### config.mk
export PLATFORM = sky130hd
export DESIGN_NAME = group_exponent_width_detector_core
export DESIGN_NICKNAME = d
export VERILOG_FILES = /design/src/rtl/gewd_pkg.sv /design/src/rtl/group_exponent_width_detector_core.sv
export VERILOG_INCLUDE_DIRS = /design/src /design/src/rtl
export SDC_FILE = /design/constraint.sdc
export NUM_CORES = 1
export LEC_CHECK = 0
export BUFFER_PORTS_ARGS = -buffer_cell sky130_fd_sc_hd__buf_2
export CORE_MARGIN = 3
export CORE_UTILIZATION = 54
export DETAILED_ROUTE_END_ITERATION = 10
export HOLD_SLACK_MARGIN = 0.06
export PLACE_DENSITY = 0.85
export SETUP_SLACK_MARGIN = 0.5
export SLEW_MARGIN = 30
export SYNTH_ARGS = -nofsm -noshare
export SYNTH_HDL_FRONTEND = slang
export SYNTH_SLANG_ARGS = --single-unit
### constraint.sdc
create_clock -name clk -period 5.2 [get_ports clk]
set_input_delay 1.04 -clock clk [delete_from_list [all_inputs] [get_ports clk]]
set_output_delay 1.04 -clock clk [all_outputs]
set_load 0.05 [all_outputs]
### src/rtl/assert_macros.svh
`ifndef ASSERT_MACROS_SVH
`define ASSERT_MACROS_SVH

// condition that holds at every edge outside reset
`define GEWD_ASSERT(lbl, cond, msg) \
	lbl: assert property (@(posedge clk) disable iff (!arst_n) (cond)) else $error(msg);

// same-cycle implication outside reset
`define GEWD_ASSERT_IMPL(lbl, pre, post, msg) \
	lbl: assert property (@(posedge clk) disable iff (!arst_n) (pre) |-> (post)) else $error(msg);

`endif

### src/rtl/gewd_pkg.sv
`timescale 1ns / 1ps

package gewd_pkg;

	localparam int GROUP_SIZE_DEF  = 16;
	localparam int TOTAL_WIDTH_DEF = 40;

	localparam logic [7:0] EXP_BIAS    = 8'd127;
	localparam logic [7:0] EXP_SPECIAL = 8'hFF;
	localparam logic [4:0] EMPTY_LOW   = 5'd16;
	localparam logic [3:0] MINOR_BASE  = 4'd8;
	localparam int         MAG_BITS    = 7;

	typedef enum logic [1:0] {
		MODE_SPAN  = 2'd0,
		MODE_LEAD  = 2'd1,
		MODE_MINOR = 2'd2
	} width_mode_t;

	// exponent bits for the tracked range, 0 for an empty group
	function automatic logic [3:0] group_width_f(input logic [1:0] mode,
			input logic [4:0] lo, input logic [3:0] hi);
		logic [3:0] w;
		if (lo > {1'b0, hi}) begin
			w = 4'd0;
		end else begin
			case (mode)
				MODE_LEAD:  w = hi + 4'd1;
				MODE_MINOR: w = MINOR_BASE - lo[3:0];
				default:    w = hi - lo[3:0] + 4'd1;
			endcase
		end
		return w;
	endfunction

endpackage

### src/rtl/group_exponent_width_detector_core.sv
`timescale 1ns / 1ps
// group exponent width detector
// input channel: value_word, group_end, tensor_end with word_valid / word_stall;
// an item is taken on a rising edge with word_valid high and word_stall low
// result channel: group_width, nonzero_exponents, group_bits, running_bits with
// result_valid / result_stall; one result per item that carries group_end
// width_mode is written through cfg_write_en / cfg_write_data; the user must
// write it only while idle; the block itself does not enforce this
// throughput: one item per cycle unless result_stall holds the pipeline, set by
// the single update of the group range and count registers in the decode stage
// a result passes the input register, group update, total and output register
// while a result is held by result_stall the whole pipeline freezes and
// word_stall is raised in the same cycle
// reset clears the group range, count, running total, width_mode and all
// valid flags; the block takes items from the first edge after reset
module group_exponent_width_detector_core #(
	parameter int GROUP_SIZE  = gewd_pkg::GROUP_SIZE_DEF,
	parameter int TOTAL_WIDTH = gewd_pkg::TOTAL_WIDTH_DEF
) (
	input  logic                   clk,
	input  logic                   arst_n,
	input  logic                   cfg_write_en,
	input  logic [1:0]             cfg_write_data,
	input  logic                   word_valid,
	output logic                   word_stall,
	input  logic [15:0]            value_word,
	input  logic                   group_end,
	input  logic                   tensor_end,
	output logic                   result_valid,
	input  logic                   result_stall,
	output logic [3:0]             group_width,
	output logic [4:0]             nonzero_exponents,
	output logic [7:0]             group_bits,
	output logic [TOTAL_WIDTH-1:0] running_bits
);

	localparam int         COUNT_CAP_I = (GROUP_SIZE < 31) ? GROUP_SIZE : 31;
	localparam logic [4:0] COUNT_CAP   = 5'(COUNT_CAP_I);
	localparam logic [TOTAL_WIDTH-1:0] TOTAL_MAX = {TOTAL_WIDTH{1'b1}};

	logic        advance;
	logic [1:0]  width_mode_q;

	logic        valid_s1;
	logic [15:0] word_s1;
	logic        gend_s1;
	logic        tend_s1;

	logic [4:0]  lo_q;
	logic [3:0]  hi_q;
	logic [4:0]  count_q;

	logic        valid_s2;
	logic [3:0]  width_s2;
	logic [4:0]  count_s2;
	logic        tend_s2;

	logic [TOTAL_WIDTH-1:0] total_q;
	logic                   result_valid_q;
	logic [3:0]             width_q;
	logic [4:0]             count_out_q;
	logic [7:0]             bits_q;
	logic [TOTAL_WIDTH-1:0] running_q;

	// decode of the registered word
	logic [7:0]  biased;
	logic [7:0]  mag_full;
	logic [6:0]  mag;
	logic        neg;
	logic        takes;
	logic [4:0]  word_lo;
	logic [3:0]  word_hi;
	logic [4:0]  lo_new;
	logic [3:0]  hi_new;
	logic [4:0]  count_new;

	logic [8:0]             prod;
	logic [TOTAL_WIDTH:0]   sum;
	logic [TOTAL_WIDTH-1:0] total_new;

	assign advance    = !(result_valid_q && result_stall);
	assign word_stall = !advance;

	always_comb begin
		biased   = word_s1[14:7];
		neg      = 1'b0;
		mag_full = 8'd0;
		if (biased == gewd_pkg::EXP_SPECIAL) begin
			mag_full = 8'd0;
		end else if (biased < gewd_pkg::EXP_BIAS) begin
			mag_full = gewd_pkg::EXP_BIAS - biased;
			neg      = 1'b1;
		end else begin
			mag_full = biased - gewd_pkg::EXP_BIAS;
		end
		mag   = mag_full[6:0];
		takes = (word_s1[14:0] != 15'd0) && (mag != 7'd0);

		word_lo = 5'd0;
		for (int i = gewd_pkg::MAG_BITS - 1; i >= 0; i--) begin
			if (mag[i]) begin
				word_lo = 5'(i);
			end
		end
		word_hi = 4'd0;
		for (int i = 0; i < gewd_pkg::MAG_BITS; i++) begin
			if (mag[i]) begin
				word_hi = 4'(i);
			end
		end
		word_hi = word_hi + {3'd0, neg};

		lo_new    = lo_q;
		hi_new    = hi_q;
		count_new = count_q;
		if (takes) begin
			if (word_lo < lo_q) begin
				lo_new = word_lo;
			end
			if (word_hi > hi_q) begin
				hi_new = word_hi;
			end
			if (count_q < COUNT_CAP) begin
				count_new = count_q + 5'd1;
			end
		end
	end

	always_comb begin
		prod = 9'(width_s2) * 9'(count_s2);
		sum  = {1'b0, total_q} + (TOTAL_WIDTH + 1)'(prod[7:0]);
		if (sum[TOTAL_WIDTH]) begin
			total_new = TOTAL_MAX;
		end else begin
			total_new = sum[TOTAL_WIDTH-1:0];
		end
	end

	always_ff @(posedge clk or negedge arst_n) begin
		if (!arst_n) begin
			width_mode_q <= gewd_pkg::MODE_SPAN;
		end else if (cfg_write_en) begin
			width_mode_q <= cfg_write_data;
		end
	end

	// input register
	always_ff @(posedge clk or negedge arst_n) begin
		if (!arst_n) begin
			valid_s1 <= 1'b0;
		end else if (advance) begin
			valid_s1 <= word_valid;
		end
	end

	always_ff @(posedge clk) begin
		if (advance) begin
			word_s1 <= value_word;
			gend_s1 <= group_end;
			tend_s1 <= tensor_end;
		end
	end

	// group range and count
	always_ff @(posedge clk or negedge arst_n) begin
		if (!arst_n) begin
			lo_q     <= gewd_pkg::EMPTY_LOW;
			hi_q     <= 4'd0;
			count_q  <= 5'd0;
			valid_s2 <= 1'b0;
		end else if (advance) begin
			valid_s2 <= valid_s1 && gend_s1;
			if (valid_s1) begin
				if (gend_s1) begin
					lo_q    <= gewd_pkg::EMPTY_LOW;
					hi_q    <= 4'd0;
					count_q <= 5'd0;
				end else begin
					lo_q    <= lo_new;
					hi_q    <= hi_new;
					count_q <= count_new;
				end
			end
		end
	end

	always_ff @(posedge clk) begin
		if (advance) begin
			width_s2 <= gewd_pkg::group_width_f(width_mode_q, lo_new, hi_new);
			count_s2 <= count_new;
			tend_s2  <= tend_s1;
		end
	end

	// running total and result register
	always_ff @(posedge clk or negedge arst_n) begin
		if (!arst_n) begin
			total_q        <= '0;
			result_valid_q <= 1'b0;
		end else if (advance) begin
			result_valid_q <= valid_s2;
			if (valid_s2) begin
				total_q <= tend_s2 ? '0 : total_new;
			end
		end
	end

	always_ff @(posedge clk) begin
		if (advance && valid_s2) begin
			width_q     <= width_s2;
			count_out_q <= count_s2;
			bits_q      <= prod[7:0];
			running_q   <= total_new;
		end
	end

	assign result_valid      = result_valid_q;
	assign group_width       = width_q;
	assign nonzero_exponents = count_out_q;
	assign group_bits        = bits_q;
	assign running_bits      = running_q;

`include "assert_macros.svh"

	`GEWD_ASSERT_IMPL(a_empty_has_no_count, result_valid && group_width == 4'd0, nonzero_exponents == 5'd0, "empty group with nonzero count")
	`GEWD_ASSERT_IMPL(a_count_has_width, result_valid && nonzero_exponents == 5'd0, group_width == 4'd0, "width without counted words")
	`GEWD_ASSERT_IMPL(a_empty_state, lo_q == gewd_pkg::EMPTY_LOW, count_q == 5'd0 && hi_q == 4'd0, "empty range with group state set")
	`GEWD_ASSERT(a_count_cap, count_q <= COUNT_CAP, "group count beyond cap")

endmodule

Yosys cells after proc, flatten, opt, wreduce, memory -nomap -nowiden --
Index checks and enable logic that the tools add are counted. W data, S select, Z words.
Cells by class: $add $sub $neg 9, multipliers 1, order comparisons 5, eq/ne operators 3, muxes and demuxes 29, bitwise operators 1, reductions and logical operators 9
Operators by type and width (number):
- $mux W40 | 2
- $mux W5 | 12
- $add A40 B8 Y41 | 1
- $mux W4 | 8
- $reduce_bool A15 Y1 | 1
- $mux W7 | 2
- $add A4 B1 Y4 const B | 2
- $eq A8 B8 Y1 const B | 1
- $lt A8 B7 Y1 const B | 1
- $mul A4 B5 Y8 | 1
- $pmux W4 S2 | 1
- $reduce_bool A7 Y1 | 1
- $sub A7 B7 Y7 const A | 1
- $sub A7 B7 Y7 const B | 1
- $add A5 B1 Y5 const B | 1
- $gt A5 B4 Y1 | 1
- $lt A5 B5 Y1 | 1
- $lt A5 B5 Y1 const B | 1
- $add A4 B1 Y4 | 1
- $gt A4 B4 Y1 | 1
- $logic_and A1 B1 Y1 | 4
- $reduce_and A2 Y1 | 2
- $sub A4 B4 Y4 | 1
- $sub A4 B4 Y4 const A | 1
- 6 further kinds | 8
Word-level totals: flip-flop bits (word level) 143, bits of input ports 25, output and inout bits 59, word-level logic and storage cells 75

Logic depth before layout (Yosys ltp) --
word-level depth 16, mapped depth 30, gate-level depth less buffers 28

Worst setup path after synthesis --
No wires, ideal clock.
path kind reg2reg, from reg word_s1[7], to reg width_s2[2], data pin, setup time 0.158 ns, data arrival time 5.278 ns, slack -0.236 ns, stages on the path, launching flop included 30, path buffers 2, clock period less this slack 5.436 ns, cells stage by stage edfxtp_1 ha_1 buf_6 nand4_2 nor2_1 nand2_1 o211ai_1 o211ai_1 o211ai_1 o21ai_0 a31oi_1 ha_1 ha_1 or4_1 nand2_1 ha_1 nand2_1 o21ai_0 and3_1 buf_6 mux2i_2 inv_1 ha_1 ha_1 inv_1 fa_1 a222oi_1 nand3b_1 a311o_1 o211ai_1
Between the ends: cells in the longest elaborated chain, start to end 16
RTL lines:
- start: declaration | line group_exponent_width_detector_core.sv:45 | logic [15:0] word_s1;
- start signal: assignment | line group_exponent_width_detector_core.sv:158 | word_s1 <= value_word;
- $sub A7 B7 Y7 (tied with other cells) | line group_exponent_width_detector_core.sv:94 | mag_full = biased - gewd_pkg::EXP_BIAS;
- $mux W7 | line group_exponent_width_detector_core.sv:90 | end else if (biased < gewd_pkg::EXP_BIAS) begin
- $mux W7 | line group_exponent_width_detector_core.sv:88 | if (biased == gewd_pkg::EXP_SPECIAL) begin
- $mux W1 / $mux W3 (equally long branches) | line group_exponent_width_detector_core.sv:107, group_exponent_width_detector_core.sv:101
- $mux W4 / $mux W5 (equally long branches) (5 in a row) | line group_exponent_width_detector_core.sv:107, group_exponent_width_detector_core.sv:101
- $add A4 B1 Y4 / $mux W5 (equally long branches) | line group_exponent_width_detector_core.sv:111, group_exponent_width_detector_core.sv:101
- $gt A4 B4 Y1 / $lt A5 B5 Y1 (equally long branches) | line group_exponent_width_detector_core.sv:120, group_exponent_width_detector_core.sv:117
- $mux W4 / $mux W5 (equally long branches) | line group_exponent_width_detector_core.sv:120, group_exponent_width_detector_core.sv:117
- $mux W4 / $mux W5 (equally long branches) | line group_exponent_width_detector_core.sv:116 | if (takes) begin
- $sub A4 B4 Y4 | line gewd_pkg.sv:30 | default: w = hi - lo[3:0] + 4'd1;
- $add A4 B1 Y4 | line gewd_pkg.sv:30
- $pmux W4 S2 | line gewd_pkg.sv:27 | case (mode)
- end signal: assignment | line group_exponent_width_detector_core.sv:189 | width_s2 <= gewd_pkg::group_width_f(width_mode_q, lo_new, hi_new);
- end: declaration | line group_exponent_width_detector_core.sv:54 | logic [3:0] width_s2;
Several ways; a longest one is shown, not always the timed one. A chain may end at the register's enable or synchronous reset.

Worst setup path after layout --
Same ends and word-level chain as after synthesis.

==> metrics.txt <==
final hold violation count 0; Worst setup SP type register; nets ~1000; Post-Synthesis Cells 800; layout cells sized above 1 28.81%; sequential share of the synthesized area around 48%; first-pass GRT wire length about 32000 um; commonest cells after routing, fill and taps aside 93 x nand2_1, 84 x edfxtp_1, 82 x buf_2; predominant post-synthesis flop cell edfxtp_1; Filler Cell Count about 1000; GRT Total Usage between 20% and 30%; Longest Clk Path Bufs 2; cell taking the most area after synthesis edfxtp_1; gp weighted congestion 0.9079; Worst-path clk slew about 0.060 ns; status complete, but fails checks; Net Count, Synth 873; Sw Ratio 39.60%; final worst setup slack -0.2493 ns; commonest non-fill, non-tap cell in the layout nand2_1; residual DRC count 0; # IOs 84; Core ar. around 0.015 sq mm; crit path max fanout 3; slowest CP cell or4_4; Seq pwr share a little over a quarter; net switching power 0.002444 W; Async SR Flop Fraction 41.26%; initial antenna violation count 0; hold slack between 0.4 and 0.5 ns; Max Fclk about 180 MHz; Die H ~130 um; combinational fraction of design power approximately 52%; CP Class register to register; row count 44; initial core utilization 56.61%; Worst path top cell family by delay simple AND/OR/NAND/NOR gates; most used cell, CP ha_4; Starting DRT DRC Count about 730; CTS tree yes; largest net degree at the start of global routing 60; die width roughly 130 um; clock sink count between 100 and 150; Via Count roughly 7000; number of synthesized flops with an enable pin 84; RSZ-0062 raised after global routing yes; synth unique cells 87; top cell type's share of synthesized area 29.98%; yosys warns 0; Worst Hold Class register to register; root buf cell clkbuf_16; maximum vdd drop approximately 440 uV; drt pass-1 iters 6; die area about 0.017 sq mm; H-tree Lvls 4; CP peak stage delay roughly 0.54 ns; WP buf/inv 3; clock skew 0.01076 ns; TritonCTS buffer count 17; Required @ worst endpoint ~5.5 ns; internal power ~0.0037 W; Static Leak 4.602 nW; grt total ovfl 0; vias in the first global route roughly 6700; # hold bufs at CTS 0; Power Dens Cells 589.4 mW/mm^2; P&R area growth vs syn 24.42%; Rel. slew slack 47.37%; Slew Limit Fails 0; clock share of power a little over a fifth; Syn Area/Cell 10.52 sq um; HPWL Detailed between 10000 and 15000 um; largest cells by area after synthesis edfxtp_1 30%, dfrtp_1 17%, ha_1 5.8%, xnor2_1 4.4%, nand2_1 4.3%; max-cap violation count 0; Syn Std Cell Area roughly 0.0084 sq mm; number of synthesized register bits around 140; WP data arrival 5.71 ns; Post-DRT Antenna Nets 0; total negative slack -0.2799 ns; Vias per Instance a little over 6; Worst-Margin Slew ~0.79 ns; diodes inserted 0; WL per Instance 17.56 um; final wirelength around 20000 um; final worst-path cycle share 104.8%; failing checks negative setup slack; Setup-failing EPs final 3; clock latency on the worst-skew pair 0.42 ns; crit path time final between 5 and 6 ns; Worst Setup End Kind register; port bufs 82
flip-flops by register name (all words and copies together) (netlist names):
signal and count:
running_bits 40, total_q 40, word_s1 15, group_bits 8, count_q 5, count_s2 5, lo_q 5, nonzero_exponents 5
group_width 4, hi_q 4, width_s2 4, width_mode_q 2, gend_s1 1, result_valid 1, tend_s1 1, tend_s2 1
valid_s1 1, valid_s2 1
area by class of cell:
cell class / count / area, sq um / share of cell area, %
Timing Repair Buffer: 166 / 1072 / 10.24
Multi-Input combinational cell: 577 / 4369 / 41.74
Clock buffer: 19 / 432.9 / 4.135
Clock inverter: 13 / 186.4 / 1.781
Inverter: 47 / 177.7 / 1.697
Sequential cell: 143 / 4000 / 38.21
Tap cell: 184 / 230.2 / 2.199
stage by stage:
| step | setup WS [ns] | power (W) | cells | utilization [%] | cell area, sq um |
|---|---|---|---|---|---|
| after floorplan | 0.05085 | 0.003519 | 800 | - | 8457 |
| after global placement | -0.1822 | 0.004173 | 1092 | 63.11 | 9380 |
| after detailed placement | -0.3055 | 0.004273 | 1092 | 63.11 | 9380 |
| after CTS | -0.03451 | 0.005874 | 1137 | 68.92 | 10240 |
| after global routing | -0.4648 | 0.006527 | 1149 | 70.43 | 10470 |
| final | -0.2493 | 0.006170 | 1149 | 70.43 | 10470 |
cells by family (layout without fill, tap and decap cells):
group	Yosys count	after routing	share of synthesized area (%)
AND/OR/NAND/NOR	265	265	16.70
AO/OA/AOI/OAI	204	204	17.01
XOR/XNOR	51	51	5.309
adder cells (fa/ha/maj)	48	48	7.941
multiplexers	9	9	1.338
flip-flops	143	143	47.54
buffers and inverters	80	245	4.163
routing by layer:
layer / GRT usage (%) / routed length [um] / vias up
li1: - / - / 3253
met1: 30.85 / 8368 / 3381
met2: 39.78 / 10120 / 278
met3: 4.309 / 1100 / 59
met4: 9.377 / 581 / 0
met5: 0 / 0 / -
timing repair:
| item | CTS | global route |
|---|---|---|
| setup endpoints to repair | 45 | 66 |
| setup buffers | 13 | 12 |
| pin swaps | 16 | 13 |
| resized for setup | 34 | 31 |
Yosys cell counts (all sizes together), types with 8 or more instances:
cell and count:
nand2 97, edfxtp 84, dfrtp 58, inv 46, a21oi 43, o21ai 43, xnor2 42, ha 39
nor2 35, nor3 22, nand3 20, a31oi 19, and2 19, buf 17, clkbuf 16, and3 13
a22o 12, nand4 11, nor4 11, a21o 9, fa 9, nand2b 9, o21a 9, xor2 9
a31o 8
power groups by stage:
| stage | clock network (W) | logic [W] | registers, W |
|---|---|---|---|
| detailed placement | 0 | 0.00259 | 0.00168 |
| global placement | 0 | 0.00250 | 0.00167 |
| global route | 0.00134 | 0.00351 | 0.00168 |
| finish | 0.00128 | 0.00323 | 0.00166 |
| CTS | 0.00129 | 0.00293 | 0.00166 |
| floorplan | 0 | 0.00154 | 0.00198 |
worst register-to-register path, delay by kind of cell (launching register included):
| family | cells | cell delay (ns) |
|---|---|---|
| mux | 1 | 0.28 |
| xor+xnor | 1 | 0.14 |
| simple gates | 8 | 1.52 |
| fa+ha+maj | 6 | 1.29 |
| flops | 1 | 0.40 |
| compound gates | 8 | 1.34 |
| buf+inv | 3 | 0.32 |
final timing paths:
path,start,endpoint,slack (ns),cells past startpoint
min,tend_s1,tend_s2,0.42,0
max in group asynchronous,arst_n,total_q[17],3.89,2
min reg2reg,tend_s1,tend_s2,0.42,0
max,word_s1[7],width_s2[2],-0.25,27
min in group asynchronous,arst_n,width_mode_q[0],0.76,2
max reg2reg,word_s1[7],width_s2[2],-0.25,27
No activity file was read; power rests on OpenSTA's default activity.
